<file path="config.mk">
export PLATFORM = sky130hd
export DESIGN_NAME = power_monitor_response_framer_unit_flat
export DESIGN_NICKNAME = d
export VERILOG_FILES = /design/src/hw/rtl/pmrf_pkg.sv /design/src/hw/rtl/pmrf_in_if.sv /design/src/hw/rtl/pmrf_out_if.sv /design/src/hw/rtl/pmrf_parser.sv /design/src/hw/rtl/pmrf_out_buf.sv /design/src/hw/rtl/power_monitor_response_framer_unit.sv /design/src/flat_wrapper.sv
export SDC_FILE = /design/constraint.sdc
export NUM_CORES = 1
export LEC_CHECK = 0
export BUFFER_PORTS_ARGS = -buffer_cell sky130_fd_sc_hd__clkbuf_2
export CAP_MARGIN = 15
export CORE_MARGIN = 3
export CORE_UTILIZATION = 30
export DETAILED_ROUTE_END_ITERATION = 16
export GPL_TIMING_DRIVEN = 1
export SLEW_MARGIN = 20
export SYNTH_ARGS = -nofsm -noshare
export SYNTH_HDL_FRONTEND = slang
export SYNTH_HIERARCHICAL = 1
export SYNTH_SLANG_ARGS = --single-unit
</file>
<file path="constraint.sdc">
create_clock -name clk -period 7.6 [get_ports clk]
set_input_delay 0.76 -clock clk [delete_from_list [all_inputs] [get_ports clk]]
set_output_delay 0.76 -clock clk [all_outputs]
set_load 0.02 [all_outputs]
</file>
<file path="src/hw/rtl/pmrf_pkg.sv">
// ----------------------------------------------------------------------------
// pmrf_pkg
// Shared types and constants of the power monitor response framer.
// ----------------------------------------------------------------------------
package pmrf_pkg;

	localparam int MaxFrameDefault = 128;

	// Header codes seen while hunting
	localparam logic [7:0] HdrAck    = 8'h06;
	localparam logic [7:0] HdrNack   = 8'h15;
	localparam logic [7:0] HdrCsFail = 8'h51;

	// Shortest legal frame: header, length, checksum
	localparam logic [7:0] MinFrameLen = 8'd3;

	// Frame byte positions of the captured fields
	localparam logic [7:0] PosVoltLo = 8'd2;
	localparam logic [7:0] PosVoltHi = 8'd3;
	localparam logic [7:0] PosCurr0  = 8'd10;
	localparam logic [7:0] PosCurr1  = 8'd11;
	localparam logic [7:0] PosCurr2  = 8'd12;
	localparam logic [7:0] PosCurr3  = 8'd13;

	typedef enum logic [2:0] {
		ST_OK         = 3'd0,
		ST_SUM_BAD    = 3'd1,
		ST_NACK       = 3'd2,
		ST_DEV_CSFAIL = 3'd3,
		ST_UNKNOWN    = 3'd4,
		ST_BAD_LEN    = 3'd5
	} status_t;

	typedef struct packed {
		status_t     status;
		logic [15:0] voltage_raw;
		logic [31:0] current_raw;
	} result_t;

endpackage

</file>
<file path="src/hw/rtl/pmrf_in_if.sv">
// ----------------------------------------------------------------------------
// pmrf_in_if
// Received byte channel: valid/ready handshake with one byte per word.
// ----------------------------------------------------------------------------
interface pmrf_in_if;

	logic       valid;
	logic       ready;
	logic [7:0] rx_byte;

	modport source (output valid, output rx_byte, input ready);
	modport sink   (input valid, input rx_byte, output ready);

endinterface

</file>
<file path="src/hw/rtl/pmrf_out_if.sv">
// ----------------------------------------------------------------------------
// pmrf_out_if
// Result channel: valid/ready handshake with status, voltage and current.
// ----------------------------------------------------------------------------
interface pmrf_out_if;

	logic        valid;
	logic        ready;
	logic [2:0]  status;
	logic [15:0] voltage_raw;
	logic [31:0] current_raw;

	modport source (output valid, output status, output voltage_raw, output current_raw,
		input ready);
	modport sink   (input valid, input status, input voltage_raw, input current_raw,
		output ready);

endinterface

</file>
<file path="src/hw/rtl/pmrf_parser.sv">
// ----------------------------------------------------------------------------
// pmrf_parser
// Frame state and per-byte decision: header decode, length check, checksum
// accumulation and field capture.
// ----------------------------------------------------------------------------
module pmrf_parser
	import pmrf_pkg::*;
#(
	parameter int MAX_FRAME = MaxFrameDefault
) (
	input  logic       clk,
	input  logic       arst_n,
	input  logic       adv,
	input  logic [7:0] rx_byte,
	output logic       emit,
	output result_t    result
);

	localparam logic [7:0] MaxLen = 8'(MAX_FRAME);

	logic        in_frame_q, in_frame_d;
	logic [7:0]  idx_q, idx_d;
	logic [7:0]  len_q, len_d;
	logic [7:0]  sum_q, sum_d;
	logic [15:0] volt_q, volt_d;
	logic [31:0] curr_q, curr_d;
	logic [8:0]  idx_next;

	assign idx_next = {1'b0, idx_q} + 9'd1;

	always_comb begin
		in_frame_d = in_frame_q;
		idx_d      = idx_q;
		len_d      = len_q;
		sum_d      = sum_q;
		volt_d     = volt_q;
		curr_d     = curr_q;
		emit       = 1'b0;
		result     = '{status: ST_UNKNOWN, voltage_raw: '0, current_raw: '0};
		if (!in_frame_q) begin
			if (rx_byte == HdrAck) begin
				in_frame_d = 1'b1;
				idx_d      = 8'd1;
				len_d      = '0;
				sum_d      = rx_byte;
				volt_d     = '0;
				curr_d     = '0;
			end else begin
				emit = 1'b1;
				if (rx_byte == HdrNack)
					result.status = ST_NACK;
				else if (rx_byte == HdrCsFail)
					result.status = ST_DEV_CSFAIL;
			end
		end else if (idx_q <= 8'd1) begin
			// length byte
			if (rx_byte < MinFrameLen || rx_byte > MaxLen) begin
				emit          = 1'b1;
				result.status = ST_BAD_LEN;
				in_frame_d    = 1'b0;
				idx_d         = '0;
				sum_d         = '0;
			end else begin
				len_d = rx_byte;
				sum_d = sum_q + rx_byte;
				idx_d = 8'd2;
			end
		end else if (idx_next >= {1'b0, len_q}) begin
			// checksum byte closes the frame
			emit       = 1'b1;
			in_frame_d = 1'b0;
			idx_d      = '0;
			sum_d      = '0;
			if (rx_byte == sum_q) begin
				result.status      = ST_OK;
				result.voltage_raw = volt_q;
				result.current_raw = curr_q;
			end else begin
				result.status = ST_SUM_BAD;
			end
		end else begin
			sum_d = sum_q + rx_byte;
			idx_d = idx_next[7:0];
			case (idx_q)
				PosVoltLo: volt_d[7:0]   = rx_byte;
				PosVoltHi: volt_d[15:8]  = rx_byte;
				PosCurr0:  curr_d[7:0]   = rx_byte;
				PosCurr1:  curr_d[15:8]  = rx_byte;
				PosCurr2:  curr_d[23:16] = rx_byte;
				PosCurr3:  curr_d[31:24] = rx_byte;
				default:   ;
			endcase
		end
	end

	always_ff @(posedge clk or negedge arst_n) begin
		if (!arst_n) begin
			in_frame_q <= 1'b0;
			idx_q      <= '0;
			len_q      <= '0;
			sum_q      <= '0;
		end else if (adv) begin
			in_frame_q <= in_frame_d;
			idx_q      <= idx_d;
			len_q      <= len_d;
			sum_q      <= sum_d;
		end
	end

	// captures are cleared whenever a frame opens
	always_ff @(posedge clk) begin
		if (adv) begin
			volt_q <= volt_d;
			curr_q <= curr_d;
		end
	end

endmodule

</file>
<file path="src/hw/rtl/pmrf_out_buf.sv">
// ----------------------------------------------------------------------------
// pmrf_out_buf
// Result register with a skid entry, so upstream ready is registered.
// ----------------------------------------------------------------------------
module pmrf_out_buf
	import pmrf_pkg::*;
(
	input  logic                clk,
	input  logic                arst_n,
	input  logic                push,
	input  result_t             push_data,
	output logic                space,
	pmrf_out_if.source          out_ch
);

	logic    valid_q;
	logic    skid_valid_q;
	result_t data_q;
	result_t skid_q;
	logic    pop;

	assign pop   = valid_q && out_ch.ready;
	assign space = !skid_valid_q;

	assign out_ch.valid       = valid_q;
	assign out_ch.status      = data_q.status;
	assign out_ch.voltage_raw = data_q.voltage_raw;
	assign out_ch.current_raw = data_q.current_raw;

	always_ff @(posedge clk or negedge arst_n) begin
		if (!arst_n) begin
			valid_q      <= 1'b0;
			skid_valid_q <= 1'b0;
		end else if (pop) begin
			if (skid_valid_q)
				skid_valid_q <= 1'b0;
			else if (!push)
				valid_q <= 1'b0;
		end else if (push) begin
			if (!valid_q)
				valid_q <= 1'b1;
			else
				skid_valid_q <= 1'b1;
		end
	end

	always_ff @(posedge clk) begin
		if (pop) begin
			if (skid_valid_q)
				data_q <= skid_q;
			else if (push)
				data_q <= push_data;
		end else if (push) begin
			if (!valid_q)
				data_q <= push_data;
			else
				skid_q <= push_data;
		end
	end

endmodule

</file>
<file path="src/hw/rtl/power_monitor_response_framer_unit.sv">
// ----------------------------------------------------------------------------
// power_monitor_response_framer_unit
// Parses power monitor response frames from a received byte stream.
// ----------------------------------------------------------------------------
// The unit takes one received byte per word on rx and produces zero or one
// result per byte on resp. While hunting, NACK, device checksum fail and
// unknown header bytes each give a status word; an ACK opens a frame whose
// next byte is the total length (header and checksum included, 3 to
// MAX_FRAME, otherwise a bad length status). Frame bytes are summed modulo
// 256 and the last byte is checked against that sum; a good frame reports
// voltage (bytes 2-3) and current (bytes 10-13), little-endian, and every
// other status carries zero fields. Throughput is one byte per clock while
// the result buffer has room: a byte is held in the input register while the
// parser updates its small register set with one add and compare and writes
// the result register. A result, if any, comes from the byte in the input
// register and is held in the result register; a two-entry result buffer keeps
// rx ready registered, so rx keeps flowing while one result waits on resp.
// ----------------------------------------------------------------------------
module power_monitor_response_framer_unit
	import pmrf_pkg::*;
#(
	parameter int MAX_FRAME = MaxFrameDefault
) (
	input  logic        clk,
	input  logic        arst_n,
	pmrf_in_if.sink     rx,
	pmrf_out_if.source  resp
);

	logic       valid_s1;
	logic [7:0] byte_s1;
	logic       space;
	logic       adv;
	logic       emit;
	result_t    result;

	// advance the held byte when the result buffer has room
	assign adv      = valid_s1 && space;
	assign rx.ready = !valid_s1 || space;

	always_ff @(posedge clk or negedge arst_n) begin
		if (!arst_n) begin
			valid_s1 <= 1'b0;
		end else if (rx.ready) begin
			valid_s1 <= rx.valid;
		end
	end

	// hold the byte until it is consumed
	always_ff @(posedge clk) begin
		if (rx.valid && rx.ready)
			byte_s1 <= rx.rx_byte;
	end

	pmrf_parser #(
		.MAX_FRAME(MAX_FRAME)
	) u_parser (
		.clk    (clk),
		.arst_n (arst_n),
		.adv    (adv),
		.rx_byte(byte_s1),
		.emit   (emit),
		.result (result)
	);

	pmrf_out_buf u_out_buf (
		.clk      (clk),
		.arst_n   (arst_n),
		.push     (adv && emit),
		.push_data(result),
		.space    (space),
		.out_ch   (resp)
	);

endmodule
</file>
<file path="src/flat_wrapper.sv">
// flat-port wrapper written by rule: the top's interface ports become plain ports
module power_monitor_response_framer_unit_flat import pmrf_pkg::*;
#(
	parameter int MAX_FRAME = MaxFrameDefault
)
  (clk, arst_n, rx_valid, rx_rx_byte, rx_ready, resp_valid, resp_status, resp_voltage_raw, resp_current_raw, resp_ready);
  pmrf_in_if rx_i ();
  pmrf_out_if resp_i ();
  input  logic clk;
  input  logic arst_n;
  input wire logic [$bits(rx_i.valid)-1:0] rx_valid;
  input wire logic [$bits(rx_i.rx_byte)-1:0] rx_rx_byte;
  output wire logic [$bits(rx_i.ready)-1:0] rx_ready;
  output wire logic [$bits(resp_i.valid)-1:0] resp_valid;
  output wire logic [$bits(resp_i.status)-1:0] resp_status;
  output wire logic [$bits(resp_i.voltage_raw)-1:0] resp_voltage_raw;
  output wire logic [$bits(resp_i.current_raw)-1:0] resp_current_raw;
  input wire logic [$bits(resp_i.ready)-1:0] resp_ready;
  assign rx_i.valid = rx_valid;
  assign rx_i.rx_byte = rx_rx_byte;
  assign rx_ready = rx_i.ready;
  assign resp_valid = resp_i.valid;
  assign resp_status = resp_i.status;
  assign resp_voltage_raw = resp_i.voltage_raw;
  assign resp_current_raw = resp_i.current_raw;
  assign resp_i.ready = resp_ready;
  power_monitor_response_framer_unit #(.MAX_FRAME(MAX_FRAME)) u_core (.clk(clk), .arst_n(arst_n), .rx(rx_i), .resp(resp_i));
endmodule
</file>
==> results.ini, run 1 <==
[timing]
fin_crit_ps = 4005
fmax_mhz = 249.7
setup-violations-final = 0
hold_slack_ps = 391.8
fin_skew_ps = 7.784
relSlewSlack_pct = 30.16
maxSlewViolCount = 0
min_period_over_period_pct = 52.70
fin_setup_tns_ps = 0
rsz0062_at_grt = false
worst_pin_slew_ps = 1048
hold_viol_final = 0

[setup_path]
cp_cell_sequence = and3_1, nand3_1, nor2_1, xor2_1, ha_1, and4_1, a311oi_2, and2_1, o21bai_1, and3_1, a21oi_1, a21oi_4, buf_4
startpoint = u_core/u_parser/idx_q[2]$_DFFE_PN0P_
critical_path.most_common_cell = and3_1
startpoint_type = register
cpMaxStageDelayCell = dfrtp_1
r2r_end = u_core/u_out_buf/out_ch.voltage_raw[8]$_DFFE_PP_
critPathMaxFanout = 51
cp_data_arrival_time_ps = 4100
worst-r2r-setup-slack_ps = 3600
required_ps = 7700
reg2reg_depth = 13
worstReg2RegStart = u_core/u_parser/idx_q[2]$_DFFE_PN0P_
critPathMaxStageDelay_ps = 550
crit_path_end_kind = register
criticalPathCategory = register to register
crit_path_end = u_core/u_out_buf/out_ch.voltage_raw[8]$_DFFE_PP_

[logic_synthesis]
synthFlopType = edfxtp_1
ys_warn_count = 6
synth_area_per_cell_um2 = 15.88
synth_top_area_share_pct = 58.13
yosysSeqAreaShare_pct = 66.72
synth.cell_area_mm2 = 0.008162
syn_nets = 548
synth-seq-cells = 186
syn_inst = 514
synthArstFlopShare_pct = 15.05
synth_largest_area_cell = edfxtp_1
synth_area_leaders = edfxtp_1 58%, mux2_4 11%, dfrtp_1 8.6%, and2_1 4.0%, ha_1 3.2%
yosysUniqueCellTypes = 56
yosys.cell_count.top_type = edfxtp_1
synth_common_cells = 158 x edfxtp_1, 58 x mux2_4, 52 x and2_1
synth_edf_count = 158

[power]
cellLeakagePower_nw = 3.570
share_comb_of_total_power_pct = 0.3
seqPwrFrac_pct = 56.3
p_int_mw = 1.527
vdd_drop_max_uv = 92.93
p_sw_uw = 414.6
swShare_pct = 21.35
p_per_area_mw_per_mm2 = 207.7
power_frac_clock_pct = 43.4

[clock_network]
cts_root_buffer = clkbuf_16
cts_tree = built
cts_num_sinks = 186
cts_resized = 0
cts_buffer_depth = 2
post_cts_buffers = 0
ctsHoldBuffers = 0
clock_latency_ps = 420
clk_pin_slew_ps = 70
numCtsBuffers = 17
htree_num_levels = 4

[route]
vias = 4096
drt-wirelength-per-cell_um = 15.70
drc = 0
drt_iter0_drc = 303
postRouteAntennaNets = 0
drt_first_pass_iters = 4
wl_um = 14570
vias_per_cell = 4.414

[grt]
grt-ovfl-total = 0
gr-usage-all-layers_pct = 10.53
grt_pass1_wl_um = 23560
grt_start_max_net_pins = 52
grt_pass1_vias = 4197
antenna_found_initial = 0

[layout]
areaGrowthSynthToFinish_pct = 14.56
diodes = 0
nFillCells = 2529
stdcell_count = 928
nets = 614
multiInputGateArea_mm2 = 0.002531
regArea_mm2 = 0.005445
drive_gt1_share_pct = 30.02

[floorplan]
placementRows = 59
initial_utilization_pct = 30.88
dieArea_mm2 = 0.02922
fp.dieH_um = 170.9
dieWidth_um = 170.9
io_pins = 65
coreArea_mm2 = 0.02643

[flow_run]
max_cap_violations = 0

[place]
dp.cells = 896
portBuffers = 64
gp_congestion = 0.7945
hpwl_um = 9414

[run_status]
run_status = finished, final reports clean

[hold_path]
hp-class = input pin to asynchronous set/reset pin

-- cell usage in the layout, fill, tap and decap left out, types with 5 or more instances in the layout --
cell type / n
clkbuf_2: 64
xnor2_1: 8
a21oi_1: 18
nand2_1: 26
nor3_1: 6
and2_1: 52
ha_1: 21
mux2_4: 58
clkbuf_16: 17
nand2b_1: 9
and2_2: 6
o21ai_0: 5
a21o_1: 5
xor2_1: 5
nor2_1: 12
dfrtp_1: 28
nand3_1: 11
inv_1: 16
edfxtp_1: 158
-- critical path: cells and delay by family, from the launching register on --
kind / cells / cell delay (ps)
DFF: 1 / 550
AOI/OAI and AO/OA: 4 / 860
and+or+nand+nor: 6 / 1410
xor gates and xnor gates: 1 / 200
adders and majority gates: 1 / 300
buffers and inverters: 1 / 310
-- layer usage --
| layer | up-vias | global-route usage (%) | part of all wire (%) | wire length [um] |
|---|---|---|---|---|
| li1 | 2031 | - | - | - |
| met4 | 0 | 4.304 | 2.4 | 355 |
| met3 | 25 | 2.588 | 4.1 | 602 |
| met5 | - | 0 | 0 | 0 |
| met2 | 80 | 15.64 | 44 | 6480 |
| met1 | 1960 | 14.79 | 49 | 7128 |
-- stage by stage --
step                util, %  power [mW]  worst slack [ps]  cell area (um2)
floorplan                 -       1.115              2220             8162
global placement      33.25       1.122              3590             8787
detailed placement    33.26       1.122              3648             8791
CTS                   35.38       1.964              3634             9350
global route          35.38       2.016              3308             9350
finish                35.38       1.942              3595             9350
-- final cells by class --
type | instances | area share [%]
flip-flops and latches | 186 | 58.24
multi-input cells | 293 | 27.07
clock buffers | 17 | 4.550
well taps | 335 | 4.483
repair buffers | 66 | 3.586
clock inverters | 15 | 1.432
inverters | 16 | 0.6423
-- sequential cells by signal (all words and copies together) (netlist names) --
register / cells
u_core/u_out_buf/skid_q: 51
u_core/u_out_buf/out_ch.current_raw: 32
u_core/u_parser/curr_q: 32
u_core/u_out_buf/out_ch.voltage_raw: 16
u_core/u_parser/volt_q: 16
u_core/byte_s1: 8
u_core/u_parser/idx_q: 8
u_core/u_parser/len_q: 8
u_core/u_parser/sum_q: 8
u_core/u_out_buf/out_ch.status: 3
u_core/u_out_buf/out_ch.valid: 1
u_core/u_out_buf/skid_valid_q: 1
u_core/u_parser/in_frame_q: 1
u_core/valid_s1: 1
-- logic make-up (layout without fill, tap and decap cells) --
logic type	Yosys count	count (layout)	share of synthesized area (%)
compound gates	53	53	4.354
flops	186	186	66.72
fa+ha+maj	22	22	3.465
buf+inv	35	114	2.530
simple gates	145	145	10.61
xor+xnor	13	13	1.395
mux	60	60	10.93
-- power by group through the flow --
stage	sequential (mW)	clock (mW)	combinational (mW)
after detailed placement	1.11	0	0.00697
after global routing	1.09	0.917	0.00781
final	1.09	0.843	0.00652
after CTS	1.09	0.865	0.00699
after floorplan	1.11	0	0.000213
after global placement	1.11	0	0.00692
-- how the worst min path moves through the flow --
stage	start	to	slack (ps)	cells past startpoint
finish	arst_n	u_core/u_parser/idx_q[6]$_DFFE_PN0P_	390	1
global route	arst_n	u_core/u_parser/sum_q[4]$_DFFE_PN0P_	440	1
CTS	arst_n	u_core/u_parser/sum_q[5]$_DFFE_PN0P_	410	1
detailed placement	u_core/u_parser/sum_q[4]$_DFFE_PN0P_	u_core/u_parser/sum_q[4]$_DFFE_PN0P_	480	2
global placement	u_core/u_parser/sum_q[4]$_DFFE_PN0P_	u_core/u_parser/sum_q[4]$_DFFE_PN0P_	470	2
floorplan	u_core/u_parser/sum_q[3]$_DFFE_PN0P_	u_core/u_parser/sum_q[3]$_DFFE_PN0P_	450	2
Power figures use the tool's default switching activity.
==> run 2, diff against run 1 <==
clock period = 4 ns   (was 7.6 ns; I/O delays follow)
==> run 2 against run 1 <==
Clock skew up 4.2 ps. Fmax grew 11%. Cell count increased by 0.86%. Cell area increased by 0.91%. Non-clock buffer count is 8 higher. Routed wire length fell by 1.2%. Sequential share of layout area shrank 0.53 points. Sequential cell count unchanged. Critical path depth unchanged. Clock power is 90% higher. Global-route usage down 0.36 points. Power grew 90%. Critical endpoint is now u_core/u_out_buf/out_ch.voltage_raw[3]$_DFFE_PP_.
==> results.ini, run 2 (same netlist as run 1, synthesis figures left out) <==
[run_status]
run_status = finished, final reports clean

[floorplan]
coreArea_mm2 = 0.02643  ; unchanged
dieArea_mm2 = 0.02922  ; unchanged
fp.dieH_um = 170.9  ; unchanged
io_pins = 65  ; unchanged
initial_utilization_pct = 30.88  ; unchanged
dieWidth_um = 170.9  ; unchanged
placementRows = 59  ; unchanged

[layout]
final_core_util_pct = 35.70  ; +0.32 points
largest_reg_flops = 51  ; unchanged
diodes = 0  ; unchanged
layout_commonest_cell = edfxtp_1
nets = 622  ; +1.3%
drive_gt1_share_pct = 30.95  ; +0.93 points
layout_common_cells = 158 x edfxtp_1, 64 x clkbuf_2, 58 x mux2_4, 52 x and2_1, 28 x dfrtp_1
regMostFlops = u_core/u_out_buf/skid_q
areaGrowthSynthToFinish_pct = 15.61

[clock_network]
clk_pin_slew_ps = 70  ; about the same
cts_resized = 0  ; unchanged
htree_num_levels = 4  ; unchanged
post_cts_buffers = 0  ; unchanged
ctsHoldBuffers = 0  ; unchanged
cts_num_sinks = 186  ; unchanged
cts_buffer_depth = 2  ; unchanged
numCtsBuffers = 17  ; unchanged
clock_latency_ps = 430  ; about the same
cts_tree = built
cts_root_buffer = clkbuf_16

[place]
portBuffers = 64  ; unchanged
hpwl_um = 9448  ; +0.36%
gp_congestion = 0.8401  ; +5.7%
place_worst_setup_slack_ps = 424.5  ; -3223 ps

[setup_path]
startpoint_type = register
criticalPathCategory = register to register
worst-r2r-setup-slack_ps = 390  ; -3210 ps
crit_path_end = u_core/u_out_buf/out_ch.voltage_raw[3]$_DFFE_PP_
startpoint = u_core/u_parser/idx_q[2]$_DFFE_PN0P_
cp_data_arrival_time_ps = 3770  ; -330 ps
required_ps = 4160  ; -3540 ps
reg2reg_depth = 13  ; unchanged
worstReg2RegStart = u_core/u_parser/idx_q[2]$_DFFE_PN0P_
r2r_end = u_core/u_out_buf/out_ch.voltage_raw[3]$_DFFE_PP_
critPathMaxFanout = 51  ; unchanged
crit_path_end_kind = register

[timing]
hold_viol_final = 0  ; unchanged
min_period_over_period_pct = 90.35  ; +38 points
fmax_mhz = 276.7  ; +11%
maxSlewViolCount = 0  ; unchanged
worst_pin_slew_ps = 1057  ; +9.825 ps
fin_setup_tns_ps = 0  ; unchanged
rsz0062_at_grt = false
relSlewSlack_pct = 29.50  ; -0.66 points
fin_ws_ps = 386.0  ; -3209 ps
hold_slack_ps = 12.66  ; -379.1 ps
setup-violations-final = 0  ; unchanged
fin_skew_ps = 12.01  ; +4.224 ps
fin_crit_ps = 3614  ; -390.8 ps

[route]
drt_first_pass_iters = 4  ; unchanged
postRouteAntennaNets = 0  ; unchanged
drt_iter0_drc = 288  ; -5.0%
drc = 0  ; unchanged
vias_per_cell = 4.415  ; about the same
vias = 4132  ; +0.88%
wl_um = 14400  ; -1.2%
drt-wirelength-per-cell_um = 15.38  ; -2.0%

[grt]
antenna_found_initial = 0  ; unchanged
gr-usage-all-layers_pct = 10.17  ; -0.36 points
grt_pass1_vias = 4087  ; -2.6%
grt_start_max_net_pins = 52  ; unchanged
grt_pass1_wl_um = 22740  ; -3.5%
grt-ovfl-total = 0  ; unchanged

[power]
p_per_area_mw_per_mm2 = 390.8  ; +88%
power_mw = 3.688  ; +90%
cellLeakagePower_nw = 3.617  ; +1.3%
vdd_drop_max_uv = 211.8  ; +130%

[flow_run]
max_cap_violations = 0  ; unchanged

[hold_path]
hp-class = input pin to asynchronous set/reset pin

run 2: cell types whose count changed in the layout (fill, tap and decap cells not counted), sizes merged:
cell,delta
buf,+8
clkinvlp,+1
clkinv,+1
inv,-2
run 2: stage by stage:
stage | cell area [um2] | instances
after floorplan | 8174 | 514
after global placement | 8872 | 904
after detailed placement | 8872 | 904
after CTS | 9435 | 936
after global routing | 9435 | 936
final | 9435 | 936
run 2: power by group:
part,internal (mW),switching [mW]
Sequential,2.08,0
Combinational,0.00394,0.00801
Clock,0.820,0.781
run 2: per-layer routing:
layer	global-route usage (%)	routed length (um)	up-vias	part of all wire, %
met1	13.37	6786	1982	47
met4	3.674	244	0	1.7
met5	0	0	-	0
li1	-	-	2043	-
met3	2.588	548	18	3.8
met2	16.33	6817	89	47
run 2: area by class of cell:
cell class / count / area, um2
multi-input combinational: 293 / 2527
tap: 335 / 419.2
sequential: 186 / 5445
clock buffer: 17 / 425.4
timing repair buffer: 74 / 420.4
clock inverter: 15 / 137.6
fill: 2504 / 16990
inverter: 16 / 60.06
run 2: how the worst min path moves through the flow:
stage | cells past startpoint | slack, ps | from | endpoint
final | 1 | 10 | arst_n | u_core/u_parser/sum_q[3]$_DFFE_PN0P_
after CTS | 1 | 30 | arst_n | u_core/u_parser/sum_q[3]$_DFFE_PN0P_
after detailed placement | 2 | 480 | u_core/u_parser/sum_q[6]$_DFFE_PN0P_ | u_core/u_parser/sum_q[6]$_DFFE_PN0P_
after global placement | 2 | 470 | u_core/u_parser/sum_q[6]$_DFFE_PN0P_ | u_core/u_parser/sum_q[6]$_DFFE_PN0P_
after global routing | 1 | 70 | arst_n | u_core/u_parser/sum_q[3]$_DFFE_PN0P_
after floorplan | 0 | 100 | arst_n | u_core/u_out_buf/out_ch.valid$_DFFE_PN0P_
run 2: critical path, cell delays in order (launching register included):
cell and delay (ps):
dfrtp_1 510, and3_1 250, nand3_1 180, nor2_1 180, xor2_1 210, ha_1 300, and4_1 210, a311oi_2 320
and2_1 310, o21bai_1 140, and3_1 230, a21oi_1 220, a21oi_4 60, buf_12 190
